--- src/sv/dlrs_pkg.sv ---
// Shared constants, types and GF(16) arithmetic for the dual-lane RS(15,11) encoder.
`default_nettype none
package dlrs_pkg;

  localparam int DATA_SYMBOLS = 11;
  localparam int PAR_SYMS     = 4;
  localparam int SYM_W        = 4;
  localparam int BYTE_W       = 2 * SYM_W;
  localparam int CNT_W        = $clog2(DATA_SYMBOLS + 1);
  localparam int PCNT_W       = $clog2(PAR_SYMS + 1);
  localparam int PIDX_W       = $clog2(PAR_SYMS);

  // x^4 = x + 1 for the primitive polynomial x^4 + x + 1.
  localparam logic [SYM_W-1:0] GF_POLY = 4'h3;

  // Generator coefficients alpha^10, alpha^3, alpha^6, alpha^13 for parity taps 0 to 3.
  localparam logic [SYM_W-1:0] GEN_COEF [PAR_SYMS] = '{4'd7, 4'd8, 4'd12, 4'd13};

  typedef logic [PAR_SYMS-1:0][SYM_W-1:0] par_vec_t;

  typedef struct packed {
    logic accept;
    logic last;
  } ctrl_t;

  function automatic logic [SYM_W-1:0] gf_mul(input logic [SYM_W-1:0] a,
                                               input logic [SYM_W-1:0] b);
    logic [SYM_W-1:0] acc;
    logic [SYM_W-1:0] sh;
    acc = '0;
    sh  = a;
    for (int i = 0; i < SYM_W; i++) begin
      if (b[i]) begin
        acc = acc ^ sh;
      end
      sh = {sh[SYM_W-2:0], 1'b0} ^ (sh[SYM_W-1] ? GF_POLY : '0);
    end
    return acc;
  endfunction

endpackage
`default_nettype wire

--- src/sv/dlrs_lane.sv ---
// One 4-bit lane: the parity shift register of a systematic RS(15,11) encoder.
`default_nettype none
module dlrs_lane (
  input  wire logic                     clk,
  input  wire logic                     rst,
  input  wire logic                     en,
  input  wire logic                     clear,
  input  wire logic [dlrs_pkg::SYM_W-1:0] sym,
  output dlrs_pkg::par_vec_t            parity_next
);
  import dlrs_pkg::*;

  par_vec_t         parity;
  logic [SYM_W-1:0] fb;

  assign fb = sym ^ parity[PAR_SYMS-1];

  always_comb begin
    parity_next[0] = gf_mul(GEN_COEF[0], fb);
    for (int j = 1; j < PAR_SYMS; j++) begin
      parity_next[j] = parity[j-1] ^ gf_mul(GEN_COEF[j], fb);
    end
  end

  always_ff @(posedge clk) begin
    if (rst) begin
      parity <= '0;
    end else if (en) begin
      parity <= clear ? '0 : parity_next;
    end
  end

endmodule
`default_nettype wire

--- src/sv/dlrs_merge.sv ---
// Output stage: packs the two lanes, passes data through and emits the parity bytes.
`default_nettype none
module dlrs_merge (
  input  wire logic                        clk,
  input  wire logic                        rst,
  input  wire dlrs_pkg::ctrl_t             ctrl,
  input  wire logic [dlrs_pkg::BYTE_W-1:0] data_byte,
  input  wire dlrs_pkg::par_vec_t          par_low,
  input  wire dlrs_pkg::par_vec_t          par_high,
  input  wire logic                        out_stall,
  output logic                             in_stall,
  output logic                             out_valid,
  output logic [dlrs_pkg::BYTE_W-1:0]      code_byte,
  output logic                             block_end
);
  import dlrs_pkg::*;

  logic [PCNT_W-1:0] pend_cnt;
  logic [PCNT_W-1:0] pend_dec;
  logic [PIDX_W-1:0] pend_idx;
  par_vec_t          buf_low;
  par_vec_t          buf_high;
  logic              out_free;

  assign out_free = !out_valid || !out_stall;
  assign in_stall = !(out_free && (pend_cnt == '0));
  assign pend_dec = pend_cnt - PCNT_W'(1);
  assign pend_idx = pend_dec[PIDX_W-1:0];

  // Control registers.
  always_ff @(posedge clk) begin
    if (rst) begin
      out_valid <= 1'b0;
      pend_cnt  <= '0;
    end else if (out_free) begin
      if (ctrl.accept) begin
        out_valid <= 1'b1;
        pend_cnt  <= ctrl.last ? PCNT_W'(PAR_SYMS) : '0;
      end else if (pend_cnt != '0) begin
        out_valid <= 1'b1;
        pend_cnt  <= pend_dec;
      end else begin
        out_valid <= 1'b0;
      end
    end
  end

  // Payload registers; the parity snapshot is the state after the last data byte.
  always_ff @(posedge clk) begin
    if (out_free) begin
      if (ctrl.accept) begin
        code_byte <= data_byte;
        block_end <= 1'b0;
        if (ctrl.last) begin
          buf_low  <= par_low;
          buf_high <= par_high;
        end
      end else if (pend_cnt != '0) begin
        code_byte <= {buf_high[pend_idx], buf_low[pend_idx]};
        block_end <= (pend_cnt == PCNT_W'(1));
      end
    end
  end

endmodule
`default_nettype wire

--- src/sv/dual_lane_rs15_11_encoder.sv ---
// A data byte appears at the output in the cycle after its transfer. Bytes are
// taken at one byte per cycle while the output is not stalled; a codeword of
// DATA_SYMBOLS data bytes leaves as DATA_SYMBOLS + 4 bytes, and the input stalls
// while the parity bytes b3 to b0 are loaded into the output register.
// Reset (synchronous, rst high) clears both parity lanes, the symbol count and the
// output valid flag.
`default_nettype none
module dual_lane_rs15_11_encoder (
  input  wire logic                        clk,
  input  wire logic                        rst,
  input  wire logic                        in_valid,
  output logic                             in_stall,
  input  wire logic [dlrs_pkg::BYTE_W-1:0] data_byte,
  output logic                             out_valid,
  input  wire logic                        out_stall,
  output logic [dlrs_pkg::BYTE_W-1:0]      code_byte,
  output logic                             block_end
);
  import dlrs_pkg::*;

  logic [CNT_W-1:0] symbol_count;
  ctrl_t            ctrl;
  par_vec_t         par_low_next;
  par_vec_t         par_high_next;

  assign ctrl.accept = in_valid && !in_stall;
  assign ctrl.last   = (symbol_count == CNT_W'(DATA_SYMBOLS - 1));

  always_ff @(posedge clk) begin
    if (rst) begin
      symbol_count <= '0;
    end else if (ctrl.accept) begin
      symbol_count <= ctrl.last ? '0 : symbol_count + CNT_W'(1);
    end
  end

  dlrs_lane u_lane_low (
    .clk         (clk),
    .rst         (rst),
    .en          (ctrl.accept),
    .clear       (ctrl.last),
    .sym         (data_byte[SYM_W-1:0]),
    .parity_next (par_low_next)
  );

  dlrs_lane u_lane_high (
    .clk         (clk),
    .rst         (rst),
    .en          (ctrl.accept),
    .clear       (ctrl.last),
    .sym         (data_byte[BYTE_W-1:SYM_W]),
    .parity_next (par_high_next)
  );

  dlrs_merge u_merge (
    .clk       (clk),
    .rst       (rst),
    .ctrl      (ctrl),
    .data_byte (data_byte),
    .par_low   (par_low_next),
    .par_high  (par_high_next),
    .out_stall (out_stall),
    .in_stall  (in_stall),
    .out_valid (out_valid),
    .code_byte (code_byte),
    .block_end (block_end)
  );

endmodule
`default_nettype wire

--- config.mk ---
export PLATFORM = sky130hd
export DESIGN_NAME = dual_lane_rs15_11_encoder
export DESIGN_NICKNAME = d
export VERILOG_FILES = /design/src/sv/dlrs_pkg.sv /design/src/sv/dlrs_lane.sv /design/src/sv/dlrs_merge.sv /design/src/sv/dual_lane_rs15_11_encoder.sv
export SDC_FILE = /design/constraint.sdc
export NUM_CORES = 1
export LEC_CHECK = 0
export BUFFER_PORTS_ARGS = -buffer_cell sky130_fd_sc_hd__buf_2
export CORE_AREA = 3 3 87 89
export CTS_CLUSTER_DIAMETER = 150
export DETAILED_ROUTE_END_ITERATION = 6
export DIE_AREA = 0 0 90 92
export GPL_TIMING_DRIVEN = 0
export PLACE_DENSITY = 0.84
export SYNTH_ARGS = -nofsm -noshare
export SYNTH_HDL_FRONTEND = slang
export SYNTH_HIERARCHICAL = 1
export SYNTH_SLANG_ARGS = --single-unit
--- constraint.sdc ---
create_clock -name clk -period 8.4 [get_ports clk]
set_clock_uncertainty 0.2 [all_clocks]
set_input_delay 0.84 -clock clk [delete_from_list [all_inputs] [get_ports clk]]
set_output_delay 0.84 -clock clk [all_outputs]
set_load 0.02 [all_outputs]
* After elaboration in Yosys (flattened, before gate mapping)
Cells that the tools add are included.
** Cells by class
- Add/subtract/negate cells :: 2
- Magnitude comparators :: 1
- Equality and inequality tests :: 2
- Muxes and demuxes :: 47
- Bitwise operators :: 32
- Reductions and logical operators :: 11
** Operators with widths (number)
- 4-bit 2-to-1 mux :: 23
- 16-bit 2-to-1 mux :: 2
- 4-bit bitwise XOR :: 8
- 3-bit 2-to-1 mux :: 9
- 2-bit inverter :: 12
- 4-bit binary-select mux with 2-bit select :: 2
- 8-bit 2-to-1 mux :: 2
- 3-bit inverter :: 4
- 2-bit 2-to-1 mux :: 4
- 4-bit inverter :: 2
- 2-bit inverter with 3-bit output :: 2
- 1-bit 2-to-1 mux :: 5
- 4-bit by 1-bit adder with 4-bit output (second input constant) :: 1
- 4-bit == test (second input constant) :: 1
- 1-bit inverter :: 4
- 3-bit by 1-bit == test with 1-bit output (second input constant) :: 1
- 1-bit logical NOT :: 3
- 3-bit logical NOT :: 1
- 2-bit by 3-bit less-than comparator with 1-bit output (second input constant) :: 1
- 3-bit AND reduction :: 1
- 3-bit nonzero test :: 1
- 3-bit by 1-bit subtractor with 3-bit output (second input constant) :: 1
- 1-bit logical AND :: 2
- 2-bit AND reduction :: 1
- other kinds (2) :: 2
** Word-level totals
- Register bits after elaboration :: 81
- Bits of input ports :: 12
- Output and inout bits :: 11
- Word-level logic and storage cells :: 116

* Depth between registers and ports, before layout
- Depth after elaboration :: 10
- Mapped depth :: 10
- Gate-level depth less buffers :: 7

* By module
The synthesis kept the hierarchy.
** By module, submodules not included
- dlrs_merge :: instances 1, cells an instance 90, area each 1775.5 sq um, sequential area each 1311.3 sq um
- dlrs_lane at u_lane_low :: instances 1, cells an instance 97, area each 894.6 sq um, sequential area each 320.3 sq um
- dlrs_lane at u_lane_high :: instances 1, cells an instance 97, area each 864.6 sq um, sequential area each 320.3 sq um
- dual_lane_rs15_11_encoder :: instances 1, cells an instance 21, area each 219.0 sq um, sequential area each 80.1 sq um

* Worst setup path before layout
OpenSTA, ideal clock, no wires.
- Kind :: input to register
- Start :: input port out_stall
- End :: register u_merge/buf_high[0] (netlist bit) (enable)
- Setup time :: 392 ps
- Arrival :: 2942 ps
- Required time :: 7808 ps
- Path slack :: 4866 ps
- Stages :: 5
- Buffers on the path :: 1
- Path through :: nand2_1 -> nand3b_1 -> and2b_1 -> buf_2 -> and3_1
** RTL lines
- start, declared :: line dual_lane_rs15_11_encoder.sv:15 : input wire logic out_stall,
- end signal, assigned :: line dlrs_merge.sv:56 : buf_high <= par_high;
- end, declared :: line dlrs_merge.sv:22 : par_vec_t buf_high;

==> results.md <==
- Clock power frac: 13.0%
- Grt total ovfl: 0
- # IOs: 23
- Slew margin rel.: 26.1%
- Max Slew Vio Count: 0
- RSZ-0062 raised after global routing: false
- Crit Path Category: reg2reg
- Area growth syn-to-layout: 10.0%
- Power per Cell Area: 422 mW/mm^2
- Buf/Inv on CP: 3
- Synth warn: 6
- Total Neg Setup Slack: 0 ps
- Multi-input logic area: 0.00163 sq mm
- Post-route ant nets: 0
- Via count of the first global-routing pass: 2359
- Drt wl/cell: 16.2 um
- P_int: 1.07 mW
- Syn nets: 320
- Share of flip-flops with an asynchronous set or reset: 0%
- Post_cts resized: 0
- Initial Util: 54.9%
- Via count: 2315
- CTS tree: yes
- Core area: 0.00683 sq mm
- Setup WS post-layout: 4830 ps
- Die H: 92 um
- Sw Pwr: 0.672 mW
- Fmax: 280 MHz
- P_leak: 1.48 nW
- Design Power: 1.74 mW
- Register Area: 0.00203 sq mm
- DP HPWL: 4780 um
- Max incr delay on CP: 810 ps
- Htree depth: 3
- DRC: 0
- Clk_lat worst skew: 340 ps
- CP cell instances: buf_6 > inv_1 > ha_1 > nand3b_1 > and2b_1 > buf_2 > and3_2
- Sequential fraction of the synthesis area: 54.1%
- Vias per cell: 5.30
- Initial DRC count: 105
- CTS clock-pin slew for the worst setup and hold paths: 70 ps
- Deepest clock path buffer count: 2
- Share of the synthesized area in the top cell type: 32.8%
- Worst Path Max Fanout: 32
- # Post-CTS Setup Buffers: 0
- Hold_buf cts: 0
- Final nets: 353
- Placed Instances: 423
- Post-Syn Area: 0.00375 sq mm
- Row count: 30
- Fill cells: 562
- Largest net degree at the start of global routing: 33
- Net Sw Frac: 38.5%
- Delay-heaviest family, CP: simple AND/OR/NAND/NOR gates
- Initial antenna violation count: 0
- First-pass DRT Iterations: 4
- Period utilization: 42.5%
- Slew @ Worst Pin: 1100 ps
- Worst hold path class: reg2reg
- Synth Instances: 305
- Post-synth EDFFs: 41
- Status: finished clean
- RD Place Congestion: 0.805
- DIE AREA: 0.00828 sq mm
- Worst path slowest cell: and2b_1
- Ant diodes: 0
- Top-count cell post-synth: edfxtp_1
- Synth Flop Type: edfxtp_1
- Element type at the critical path start: register
- First-pass GRT wire length: 11600 um
- Setup-failing EPs final: 0
- Final count of hold timing violations: 0
- Setup crit end kind: register
- Tmin final: 3570 ps
- Sequential share of power: 38.2%
- Req. time, crit path: 8170 ps
- CTS Buf Count: 9
- Synth cell count leaders: edfxtp_1 (41), dfxtp_1 (40), xnor2_1 (36)
- Distinct cells, synth: 38
- Die width: 90 um
- Clock root cell: clkbuf_8
- WP data arrival: 3340 ps
- Dominant cells by area after synthesis: edfxtp_1 (33%), dfxtp_1 (21%), xnor2_1 (8.4%), nor2b_1 (5.7%), a21oi_1 (4.5%)
- VDD IR max: 0.154 mV
- Fin cells: 437
- Clock tree sinks: 81
- Buffers added on ports: 22
- Hold Slack: 291 ps
- Layout cells sized above 1: 19.1%
- Place WS: 4130 ps
- Yosys top cell by area: edfxtp_1
- Yosys reg bits: 81
- Max Cap Viol: 0
- Detailed Route WL: 7080 um
- Mean Syn Cell Area: 12.3 sq um
- GRT Total Usage: 18.2%
- Logic pwr share: 48.8%
## placed cells by master (no fill, tap or decap), types with 2 or more instances in the layout
cell type,count
xnor2_2,6
xnor2_4,2
nor2_1,33
xor2_2,3
ha_1,3
mux2_2,8
nor3b_1,4
buf_1,2
a31oi_1,2
xor2_1,9
mux4_2,7
and2_1,2
xnor2_1,36
or4_1,2
dfxtp_1,40
nand2_1,2
a21oi_1,34
edfxtp_1,41
nor2b_1,34
clkbuf_1,12
a31o_1,2
clkbuf_8,9
buf_2,24
o21ai_0,3
nand3b_1,3
inv_1,4
## through the flow
stage	instance area (sq um)	util (%)
after floorplan	3750	-
after global placement	3980	58.3
after detailed placement	3980	58.3
after CTS	4130	60.4
after global routing	4130	60.4
final	4130	60.4
## registers in the layout, indices dropped and copies added (netlist names)
name                cells
u_merge/pend_cnt        3
u_lane_low/parity      16
symbol_count            4
u_merge/block_end       1
u_merge/buf_low        16
u_merge/out_valid       1
u_lane_high/parity     16
u_merge/code_byte       8
u_merge/buf_high       16
## power by group through the flow
stage / logic, mW / clock network (mW) / registers [mW]
after detailed placement: 0.848 / 0 / 0.674
after global placement: 0.817 / 0 / 0.668
after floorplan: 0.635 / 0 / 0.695
final: 0.852 / 0.226 / 0.666
after global routing: 0.934 / 0.252 / 0.678
after CTS: 0.854 / 0.232 / 0.665
## worst reg2reg max path, delay by kind of cell (launching register included)
family / cells / cell delay (ps)
AND/OR/NAND/NOR: 3 / 1750
flip-flops: 1 / 340
adder cells (fa/ha/maj): 1 / 200
buffers and inverters: 3 / 690
## path summary, 6_finish.rpt
kind / from / endpoint / slack [ps] / depth (start not counted)
min: u_merge/pend_cnt[1] / u_merge/pend_cnt[1] / 290 / 2
min reg2reg: u_merge/pend_cnt[1] / u_merge/pend_cnt[1] / 290 / 2
max reg2reg: u_merge/pend_cnt[0] / u_merge/buf_low[14] / 4830 / 7
max: u_merge/pend_cnt[0] / u_merge/buf_low[14] / 4830 / 7
## routing by layer
layer	part of all wire [%]	wire [um]	vias to the layer above	track usage, %
met1	44	3140	1110	22.5
li1	-	-	1128	-
met5	0	0	-	0
met2	49	3470	58	30.3
met4	2.8	195	0	9.31
met3	3.9	277	19	3.69
## logic make-up after synthesis
family,after synthesis,share of synthesized area (%)
multiplexers,16,7.30
XOR/XNOR,56,15.9
AO/OA/AOI/OAI,44,6.40
buffers and inverters,18,2.43
flip-flops,81,54.1
AND/OR/NAND/NOR,87,12.9
adder cells (fa/ha/maj),3,1.00
## final cells by class
type / instances / area share (%)
plain buffers: 13 / 1.42
clock buffers: 13 / 3.36
clock inverters: 1 / 0.121
inverters: 5 / 0.788
multi-input cells: 206 / 39.5
flip-flops and latches: 81 / 49.2
well taps: 96 / 2.91
repair buffers: 22 / 2.67
Power figures use the tool's default switching activity.
